### src/rtl/crcrd_pkg.sv
// ----------------------------------------------------------------------------
// crcrd_pkg
// Shared types, constants and the bytewise CRC-32 update for the checked
// record decoder.
// ----------------------------------------------------------------------------
package crcrd_pkg;

	localparam logic [31:0] CRC_POLY     = 32'hEDB8_8320;
	localparam logic [31:0] CRC_ALL_ONES = 32'hFFFF_FFFF;
	localparam logic [7:0]  TAG_RESET    = 8'd80;
	localparam logic [7:0]  CHAR_R       = 8'h52;
	localparam logic [7:0]  CHAR_H       = 8'h48;
	localparam logic [7:0]  CHAR_S       = 8'h53;
	localparam logic [7:0]  CHAR_A       = 8'h41;
	localparam logic [7:0]  CHAR_Z       = 8'h5A;
	localparam logic [7:0]  RECORD_VER   = 8'd1;

	localparam logic [3:0] POS_TAG     = 4'd0;
	localparam logic [3:0] POS_R       = 4'd1;
	localparam logic [3:0] POS_H       = 4'd2;
	localparam logic [3:0] POS_S       = 4'd3;
	localparam logic [3:0] POS_VER     = 4'd4;
	localparam logic [3:0] POS_SCORE0  = 4'd5;
	localparam logic [3:0] POS_SCORE1  = 4'd6;
	localparam logic [3:0] POS_SCORE2  = 4'd7;
	localparam logic [3:0] POS_SCORE3  = 4'd8;
	localparam logic [3:0] POS_INIT0   = 4'd9;
	localparam logic [3:0] POS_INIT1   = 4'd10;
	localparam logic [3:0] POS_INIT2   = 4'd11;
	localparam logic [3:0] POS_CRC0    = 4'd12;
	localparam logic [3:0] POS_LAST    = 4'd15;

	typedef struct packed {
		logic        record_valid;
		logic [31:0] score;
		logic [6:0]  initial_first;
		logic [6:0]  initial_second;
		logic [6:0]  initial_third;
	} result_t;

	function automatic logic [31:0] crc_byte(input logic [31:0] crc_in, input logic [7:0] b);
		logic [31:0] c;
		c = crc_in ^ {24'd0, b};
		for (int k = 0; k < 8; k++) begin
			if (c[0]) begin
				c = (c >> 1) ^ CRC_POLY;
			end else begin
				c = c >> 1;
			end
		end
		return c;
	endfunction

endpackage

### src/rtl/crc_checked_record_decoder_core.sv
// ----------------------------------------------------------------------------
// crc_checked_record_decoder_core
// Decodes and checks 16-byte score records with a trailing CRC-32.
// ----------------------------------------------------------------------------
// The block takes one record byte per cycle with no gaps of its own. A byte
// is registered, then checked and folded into the running CRC from that
// register; that bytewise CRC update sets the clock budget. The result of a
// record is formed when its sixteenth byte leaves the byte register and is
// held in an output register, so input keeps flowing while a result waits
// to be taken; only the last byte of the next record waits for it.
module crc_checked_record_decoder_core (
	input  logic        clk,
	input  logic        arst_n,
	input  logic        in_valid,
	output logic        in_ready,
	input  logic [7:0]  record_byte,
	output logic        out_valid,
	input  logic        out_ready,
	output logic        record_valid,
	output logic [31:0] score,
	output logic [6:0]  initial_first,
	output logic [6:0]  initial_second,
	output logic [6:0]  initial_third,
	input  logic        cfg_valid,
	output logic        cfg_ready,
	input  logic [7:0]  game_tag
);

	logic               valid_s1;
	logic [7:0]         byte_s1;
	logic [7:0]         tag_q;
	logic               out_valid_q;
	crcrd_pkg::result_t out_q;
	crcrd_pkg::result_t result;
	logic               last;
	logic               out_free;
	logic               adv_s1;

	assign cfg_ready = 1'b1;
	assign out_free  = !out_valid_q || out_ready;
	assign adv_s1    = valid_s1 && (!last || out_free);
	assign in_ready  = !valid_s1 || adv_s1;

	crcrd_check u_check (
		.clk         (clk),
		.arst_n      (arst_n),
		.step        (adv_s1),
		.record_byte (byte_s1),
		.game_tag    (tag_q),
		.last        (last),
		.result      (result)
	);

	always_ff @(posedge clk or negedge arst_n) begin
		if (!arst_n) begin
			tag_q <= crcrd_pkg::TAG_RESET;
		end else if (cfg_valid) begin
			tag_q <= game_tag;
		end
	end

	always_ff @(posedge clk or negedge arst_n) begin
		if (!arst_n) begin
			valid_s1 <= 1'b0;
		end else if (in_ready) begin
			valid_s1 <= in_valid;
		end
	end

	always_ff @(posedge clk) begin
		if (in_ready && in_valid) begin
			byte_s1 <= record_byte;
		end
	end

	always_ff @(posedge clk or negedge arst_n) begin
		if (!arst_n) begin
			out_valid_q <= 1'b0;
		end else if (adv_s1 && last) begin
			out_valid_q <= 1'b1;
		end else if (out_ready) begin
			out_valid_q <= 1'b0;
		end
	end

	always_ff @(posedge clk) begin
		if (adv_s1 && last) begin
			out_q <= result;
		end
	end

	assign out_valid      = out_valid_q;
	assign record_valid   = out_q.record_valid;
	assign score          = out_q.score;
	assign initial_first  = out_q.initial_first;
	assign initial_second = out_q.initial_second;
	assign initial_third  = out_q.initial_third;

endmodule

### src/rtl/crcrd_check.sv
// ----------------------------------------------------------------------------
// crcrd_check
// Per-record state: byte position, running CRC, check flag, score and
// initials. Checks one byte per step and forms the result on the last byte.
// ----------------------------------------------------------------------------
module crcrd_check (
	input  logic                    clk,
	input  logic                    arst_n,
	input  logic                    step,
	input  logic [7:0]              record_byte,
	input  logic [7:0]              game_tag,
	output logic                    last,
	output crcrd_pkg::result_t      result
);

	logic [3:0]  pos_q;
	logic [31:0] crc_q;
	logic        pass_q;
	logic [31:0] score_q;
	logic [6:0]  init_q [3];
	logic        ok;
	logic        passed;
	logic [31:0] crc_fin;
	logic [7:0]  crc_want;

	assign crc_fin = crc_q ^ crcrd_pkg::CRC_ALL_ONES;

	always_comb begin
		case (pos_q[1:0])
			2'd0:    crc_want = crc_fin[7:0];
			2'd1:    crc_want = crc_fin[15:8];
			2'd2:    crc_want = crc_fin[23:16];
			default: crc_want = crc_fin[31:24];
		endcase
	end

	always_comb begin
		case (pos_q)
			crcrd_pkg::POS_TAG: ok = (record_byte == game_tag);
			crcrd_pkg::POS_R:   ok = (record_byte == crcrd_pkg::CHAR_R);
			crcrd_pkg::POS_H:   ok = (record_byte == crcrd_pkg::CHAR_H);
			crcrd_pkg::POS_S:   ok = (record_byte == crcrd_pkg::CHAR_S);
			crcrd_pkg::POS_VER: ok = (record_byte == crcrd_pkg::RECORD_VER);
			crcrd_pkg::POS_SCORE0, crcrd_pkg::POS_SCORE1,
			crcrd_pkg::POS_SCORE2, crcrd_pkg::POS_SCORE3: ok = 1'b1;
			crcrd_pkg::POS_INIT0, crcrd_pkg::POS_INIT1, crcrd_pkg::POS_INIT2: begin
				ok = (record_byte inside {[crcrd_pkg::CHAR_A : crcrd_pkg::CHAR_Z]});
			end
			default: ok = (record_byte == crc_want);
		endcase
	end

	assign last   = (pos_q == crcrd_pkg::POS_LAST);
	assign passed = pass_q & ok;

	always_comb begin
		result.record_valid   = passed;
		result.score          = passed ? score_q : 32'd0;
		result.initial_first  = passed ? init_q[0] : 7'd0;
		result.initial_second = passed ? init_q[1] : 7'd0;
		result.initial_third  = passed ? init_q[2] : 7'd0;
	end

	always_ff @(posedge clk or negedge arst_n) begin
		if (!arst_n) begin
			pos_q   <= crcrd_pkg::POS_TAG;
			crc_q   <= crcrd_pkg::CRC_ALL_ONES;
			pass_q  <= 1'b1;
			score_q <= 32'd0;
		end else if (step) begin
			if (last) begin
				pos_q   <= crcrd_pkg::POS_TAG;
				crc_q   <= crcrd_pkg::CRC_ALL_ONES;
				pass_q  <= 1'b1;
				score_q <= 32'd0;
			end else begin
				pos_q  <= pos_q + 4'd1;
				pass_q <= passed;
				if (pos_q < crcrd_pkg::POS_CRC0) begin
					crc_q <= crcrd_pkg::crc_byte(crc_q, record_byte);
				end
				case (pos_q)
					crcrd_pkg::POS_SCORE0: score_q[7:0]   <= record_byte;
					crcrd_pkg::POS_SCORE1: score_q[15:8]  <= record_byte;
					crcrd_pkg::POS_SCORE2: score_q[23:16] <= record_byte;
					crcrd_pkg::POS_SCORE3: score_q[31:24] <= record_byte;
					default: ;
				endcase
			end
		end
	end

	always_ff @(posedge clk) begin
		if (step) begin
			case (pos_q)
				crcrd_pkg::POS_INIT0: init_q[0] <= record_byte[6:0];
				crcrd_pkg::POS_INIT1: init_q[1] <= record_byte[6:0];
				crcrd_pkg::POS_INIT2: init_q[2] <= record_byte[6:0];
				default: ;
			endcase
		end
	end

endmodule

### config.mk
export PLATFORM = sky130hd
export DESIGN_NAME = crc_checked_record_decoder_core
export DESIGN_NICKNAME = d
export VERILOG_FILES = /design/src/rtl/crcrd_pkg.sv /design/src/rtl/crc_checked_record_decoder_core.sv /design/src/rtl/crcrd_check.sv
export SDC_FILE = /design/constraint.sdc
export NUM_CORES = 1
export LEC_CHECK = 0
export BUFFER_PORTS_ARGS = -buffer_cell sky130_fd_sc_hd__clkbuf_2
export CORE_MARGIN = 2
export CORE_UTILIZATION = 41
export DETAILED_ROUTE_END_ITERATION = 8
export HOLD_SLACK_MARGIN = 0.06
export SETUP_SLACK_MARGIN = 0.5
export SYNTH_ARGS = -nofsm -noshare
export SYNTH_HDL_FRONTEND = slang
export SYNTH_SLANG_ARGS = --single-unit
### constraint.sdc
create_clock -name clk -period 9.8 [get_ports clk]
set_clock_uncertainty 0.2 [all_clocks]
set_input_delay 0.49 -clock clk [delete_from_list [all_inputs] [get_ports clk]]
set_output_delay 0.49 -clock clk [all_outputs]
set_load 0.1 [all_outputs]
# Word level (Yosys, flattened, before mapping)
# Memories as Yosys holds them, arrays and structs flattened. A register that Yosys moved wholly into a read port is not among the register bits.
# Index checks and enable logic that the tools add are counted.
[totals]
ff_bits = 120
mem_bits_rw = 21
input_bits = 21
out_inout_bits = 57
elab_cells = 136
n_memories = 1
[mem_list]
columns = ["name", "words", "word_bits", "rd", "rd_ports_with_merged_regs", "wr", "line_no", "source"]
rows = [
  ["u_check.init_q", 3, 7, 3, 3, 1, "crcrd_check.sv:20", "logic [6:0] init_q [3];"],
]
[op_classes]
n_addsub = 1
order_cmp = 3
eq_ne = 20
mux = 57
bitwise_logic = 11
n_reduce_logical = 30
[ops]
columns = ["operator", "count"]
rows = [
  ["$mux 32", 32],
  ["$not 13->14", 8],
  ["$mux 8", 4],
  ["$not 32->32", 1],
  ["$xor 32x8->32", 1],
  ["$eq 8x7->1 const B", 3],
  ["$pmux 8 s3", 1],
  ["$eq 4x4->1 const B", 5],
  ["$eq 4x3->1 const B", 4],
  ["$eq 8x8->1", 2],
  ["$mux 1", 14],
  ["$mux 7", 2],
  ["$reduce_or 7->1", 2],
  ["$reduce_bool 2->1", 6],
  ["$reduce_and 2->1", 5],
  ["$eq 4x2->1 const B", 2],
  ["$eq 8x1->1 const B", 1],
  ["$ge 8x7->1 const B", 1],
  ["$le 8x7->1 const B", 1],
  ["$pmux 1 s7", 1],
  ["$logic_not 1->1", 6],
  ["$add 4x1->4 const B", 1],
  ["$eq 4x1->1 const B", 1],
  ["$logic_and 1x1->1", 4],
  ["11 further kinds", 14],
]

# Longest topological paths before layout
[depth]
word_depth = 40
depth_mapped = 12
ltp_nobuf = 8

# Hierarchy
# From an unflattened synthesis, not the netlist that was laid out.
[unflattened]
cells_unflattened = 764
area_unflattened_um2 = 8201.6
[by_module_without_submodules]
columns = ["module", "n_inst", "cells_per_inst", "area_per_inst_um2", "seq_area_each_um2"]
rows = [
  ["crcrd_check", 1, 673, 5888.1, 2398.6],
  ["crc_checked_record_decoder_core", 1, 91, 2313.5, 2114.5],
]

# Least setup slack after synthesis
# OpenSTA, ideal clock, no wires.
[synth_path]
path_type = "register -> register"
startpoint = "reg out_valid_q, in the netlist out_valid"
endpoint = "reg initial_first[0] (netlist name)"
setup_ns = 0.467
arrival_ns = 3.600
t_required_ns = 9.133
slack_ns = 5.533
stages_incl_launch_ff = 5
path_buffers = 0
period_less_slack_ns = 4.267
cell_sequence = "dfrtp_1 > nand2b_1 > o21a_1 > nand2_1 > nor2_1"
[synth_via]
elab_chain_len = 5
[synth_lines]
columns = ["element", "line_no", "source"]
rows = [
  ["from (decl)", "crc_checked_record_decoder_core.sv:32", "logic out_valid_q;"],
  ["from (signal assigned)", "crc_checked_record_decoder_core.sv:78", "out_valid_q <= 1'b0;"],
  ["from (signal assigned)", "crc_checked_record_decoder_core.sv:80", "out_valid_q <= 1'b1;"],
  ["from (signal assigned)", "crc_checked_record_decoder_core.sv:82", "out_valid_q <= 1'b0;"],
  ["$logic_not 1->1", "crc_checked_record_decoder_core.sv:40", "assign out_free = !out_valid_q || out_ready;"],
  ["$logic_or 1x1->1", "crc_checked_record_decoder_core.sv:40", ""],
  ["$logic_or 1x1->1", "crc_checked_record_decoder_core.sv:41", "assign adv_s1 = valid_s1 && (!last || out_free);"],
  ["$logic_and 1x1->1", "crc_checked_record_decoder_core.sv:41", ""],
  ["$logic_and 1x1->1", "crc_checked_record_decoder_core.sv:87", "if (adv_s1 && last) begin"],
]
# No other way between the ends.
# A chain may end at the register's enable or synchronous reset.

# Worst setup path after layout
[layout_path]
startpoint = "reg u_check.pos_q[0]"
endpoint = "reg u_check.score_q[18]"
[layout_via]
elab_chain_len = 5
word_cells_on_any_way = 8
classes_between = "2 x eq/ne; 1 x mux; 5 x reduce/logical"
[layout_lines]
columns = ["element", "line_no", "source"]
rows = [
  ["from (decl)", "crcrd_check.sv:16", "logic [3:0] pos_q;"],
  ["from (signal assigned)", "crcrd_check.sv:66", "pos_q <= crcrd_pkg::POS_TAG;"],
  ["from (signal assigned)", "crcrd_check.sv:72", "pos_q <= crcrd_pkg::POS_TAG;"],
  ["from (signal assigned)", "crcrd_check.sv:77", "pos_q <= pos_q + 4'd1;"],
  ["$eq 4x4->1", "crcrd_check.sv:53", "assign last = (pos_q == crcrd_pkg::POS_LAST);"],
  ["$logic_not 1->1", "crc_checked_record_decoder_core.sv:41", ""],
  ["$logic_or 1x1->1", "crc_checked_record_decoder_core.sv:41", ""],
  ["$logic_and 1x1->1", "crc_checked_record_decoder_core.sv:41", ""],
  ["$reduce_and 2->1 (no source line)", "--", ""],
  ["to (signal assigned)", "crcrd_check.sv:85", "crcrd_pkg::POS_SCORE2: score_q[23:16] <= record_byte;"],
  ["to (decl)", "crcrd_check.sv:19", "logic [31:0] score_q;"],
]
# Several ways; a longest one is shown, not always the timed one.

==> impl_results.md <==
- Status: finished, final reports clean
- Starting Density: 41.59%
- Number of clock sinks: 162
- Area contributors post-synth: edfxtp_1 (30%), dfrtp_1 (13%), dfstp_2 (11%)
- Antenna cells: 0
- Crit Path Max Fanout: 28
- GRT Residual Overflow: 0
- Pwr/cell area: 319.9 nW/um^2
- Worst-skew pair later-pin latency: 0.43 ns
- Leading register cell type out of synthesis: edfxtp_1
- Slew HR: 27.93%
- Fillers: 1849
- Layout area overhead: 14.04%
- Core Footprint: 20100 sq um
- Critical Path End: u_check.score_q[18]$_DFFE_PN0P_
- Clk buf depth: 2
- Unrepaired setup endpoints after global routing: false
- Setup Crit Path Kind: register to register
- Largest net degree at the start of global routing: 104
- Worst r2r src: u_check.pos_q[0]$_DFFE_PN0P_
- Final count of hold timing violations: 0
- Mapped Cells: 751
- Vias in the first global route: 5330
- Distinct cells, synth: 56
- Synth top area share: 29.81%
- Total Power: 3.050 mW
- Via/cell ratio: 5.227
- Row count: 52
- Tcrit/Tclk final: 39.65%
- Cell taking the most area after synthesis: edfxtp_1
- CTS Buf Count: 17
- Clock slew at reported path FFs: 0.06 ns
- Die height: 146.8 um
- Setup ws final: 5.915 ns
- Worst r2r dst: u_check.score_q[18]$_DFFE_PN0P_
- DPL Wire Length: 11620 um
- Storage element area: 4513 sq um
- GP Congestion: 0.8305
- GRT Util Overall: 17.52%
- Die W: 146.8 um
- Pin slew with the least headroom to its limit: 1.081 ns
- Leakage: 3.538 nW
- CTS tree: yes
- Clock root cell: clkbuf_16
- Remaining DRCs: 0
- Post-Syn Area per Cell: 11.13 sq um
- Arrival time at the worst endpoint: 3.97 ns
- Peak Freq: 257.4 MHz
- Ys async rst share: 48.77%
- Peak VDD IR: 0.2145 mV
- Wirelength, routed: 18260 um
- Yosys reg bits: 162
- DR iter-0 viols: 373
- Die area: 21550 sq um
- Most frequent cell after synthesis: nand2_1
- Worst R2R Path Depth: 6
- Vias: 5682
- Port bufs: 76
- CP endpoint kind: register
- Type of origin of the critical path: register
- Final Critical Period: 3.885 ns
- Register area share after synthesis: 53.98%
- Post-Syn Nets: 776
- Layout Nets: 829
- H-tree depth: 4
- Max_cap viols: 0
- Synth Warn #: 0
- Number of routed nets with antenna violations: 0
- Post-synth top cells: nand2_1 (120), edfxtp_1 (83), nand3_1 (59)
- Syn Std Cell Area: 8361 sq um
- Final slew viol count: 0
- Wire per inst: 16.80 um
- Final setup TNS: 0 ns
- Worst Setup SP: u_check.pos_q[0]$_DFFE_PN0P_
- Initial antenna violation count: 0
- Io pins: 78
- Multi-input gate area: 3546 sq um
- Flop2flop setup slack: 5.91 ns
- Layout cells sized above 1: 28.40%
- Path type of the worst min-delay path: input port to asynchronous set/reset pin
- Setup violators final: 0
- Number of synthesized flops with an enable pin: 83
- Pre-CTS setup slack: 5.968 ns
- DR pass1 iterations: 5
- First-pass GRT wire length: 29720 um
- CP required: 9.88 ns
## area by class of cell
type | count | share of cell area [%]
well taps | 270 | 3.543
inverters | 6 | 0.2362
clock buffers | 18 | 4.501
multi-input cells | 526 | 37.19
repair buffers | 91 | 5.407
flip-flops and latches | 162 | 47.34
clock inverters | 14 | 1.785
## flip-flops by register name, indices dropped and copies added, names as in the netlist, 4 cells and up
register and flops:
u_check.score_q 32, initial_second 7, tag_q 8, byte_s1 8
u_check.init_q 21, initial_third 7, u_check.crc_q 32, score 32
u_check.pos_q 4, initial_first 7
## worst min path at each step
| stage | from | endpoint | slack (ns) | cells past startpoint |
|---|---|---|---|---|
| floorplan | arst_n | out_valid$_DFFE_PN0P_ | -0.006 | 0 |
| global placement | u_check.score_q[31]$_DFFE_PN0P_ | u_check.score_q[31]$_DFFE_PN0P_ | 0.29 | 2 |
| detailed placement | u_check.score_q[31]$_DFFE_PN0P_ | u_check.score_q[31]$_DFFE_PN0P_ | 0.30 | 2 |
| CTS | in_valid | valid_s1$_DFFE_PN0N_ | 0.08 | 2 |
| global route | in_valid | valid_s1$_DFFE_PN0N_ | 0.08 | 2 |
| finish | arst_n | tag_q[1]$_DFFE_PN0P_ | 0.06 | 1 |
## repair_timing
item	in CTS	in global routing
gates resized for setup	0	0
buffers inserted	0	0
hold buffers	8	0
endpoints found under the hold margin	8	0
## cells in the final DEF (no fill, tap or decap), types with 5 or more instances in the layout
cell type,instances
o31ai_2,50
mux2_2,9
nand2b_1,6
o31ai_1,5
xnor2_2,8
nor2b_1,28
xnor2_1,44
nor3_1,21
dlygate4sd3_1,8
clkbuf_16,17
nand3_1,59
inv_6,5
inv_1,6
nand2_1,120
clkbuf_2,75
xor2_1,24
dfstp_2,35
buf_4,8
a21oi_1,31
edfxtp_1,83
o21ai_0,51
nor2_1,12
dfrtp_1,44
## report_power, final
part	switching (mW)	leakage [nW]	internal (mW)
combinational	0.767	1.49	0.521
sequential	0.163	1.76	0.926
clock	0.288	0.291	0.384
total	1.22	3.54	1.83
## logic make-up (layout without fill, tap and decap cells)
kind of cell	Yosys count	after routing	synth area share (%)
xor gates and xnor gates	76	76	8.680
muxes	10	10	1.332
and+or+nand+nor	265	265	15.09
DFF	162	162	53.98
adders and majority gates	4	4	0.5986
AOI/OAI and AO/OA	170	170	16.43
buffers and inverters	63	129	3.846
other	1	1	0.04485
## metrics by stage
| stage | util (%) | hold slack, ns | cells | cell area (sq um) |
|---|---|---|---|---|
| after floorplan | - | -0.005591 | 751 | 8361 |
| after global placement | 44.04 | 0.2870 | 1047 | 8855 |
| after detailed placement | 44.04 | 0.2969 | 1047 | 8855 |
| after CTS | 47.42 | 0.07520 | 1087 | 9534 |
| after global routing | 47.42 | 0.08382 | 1087 | 9534 |
| final | 47.42 | 0.06166 | 1087 | 9534 |
## metal layers
layer	share of wire, %	global-route usage, %	wire [um]	vias to the layer above
met3	3.4	3.261	625	18
met5	0	0	0	-
li1	-	-	-	2781
met4	1.1	5.388	199	0
met1	47	24.21	8625	2766
met2	48	28.19	8814	117
## critical path: stages, from the launching register on
cell and delay [ns]:
dfrtp_1 0.40, ha_1 0.89, nand3_1 0.63, o21a_1 0.42, and2_1 0.53, nand2_1 0.52
o21ai_0 0.14
Note: power is estimated with default switching activity, not from simulation.
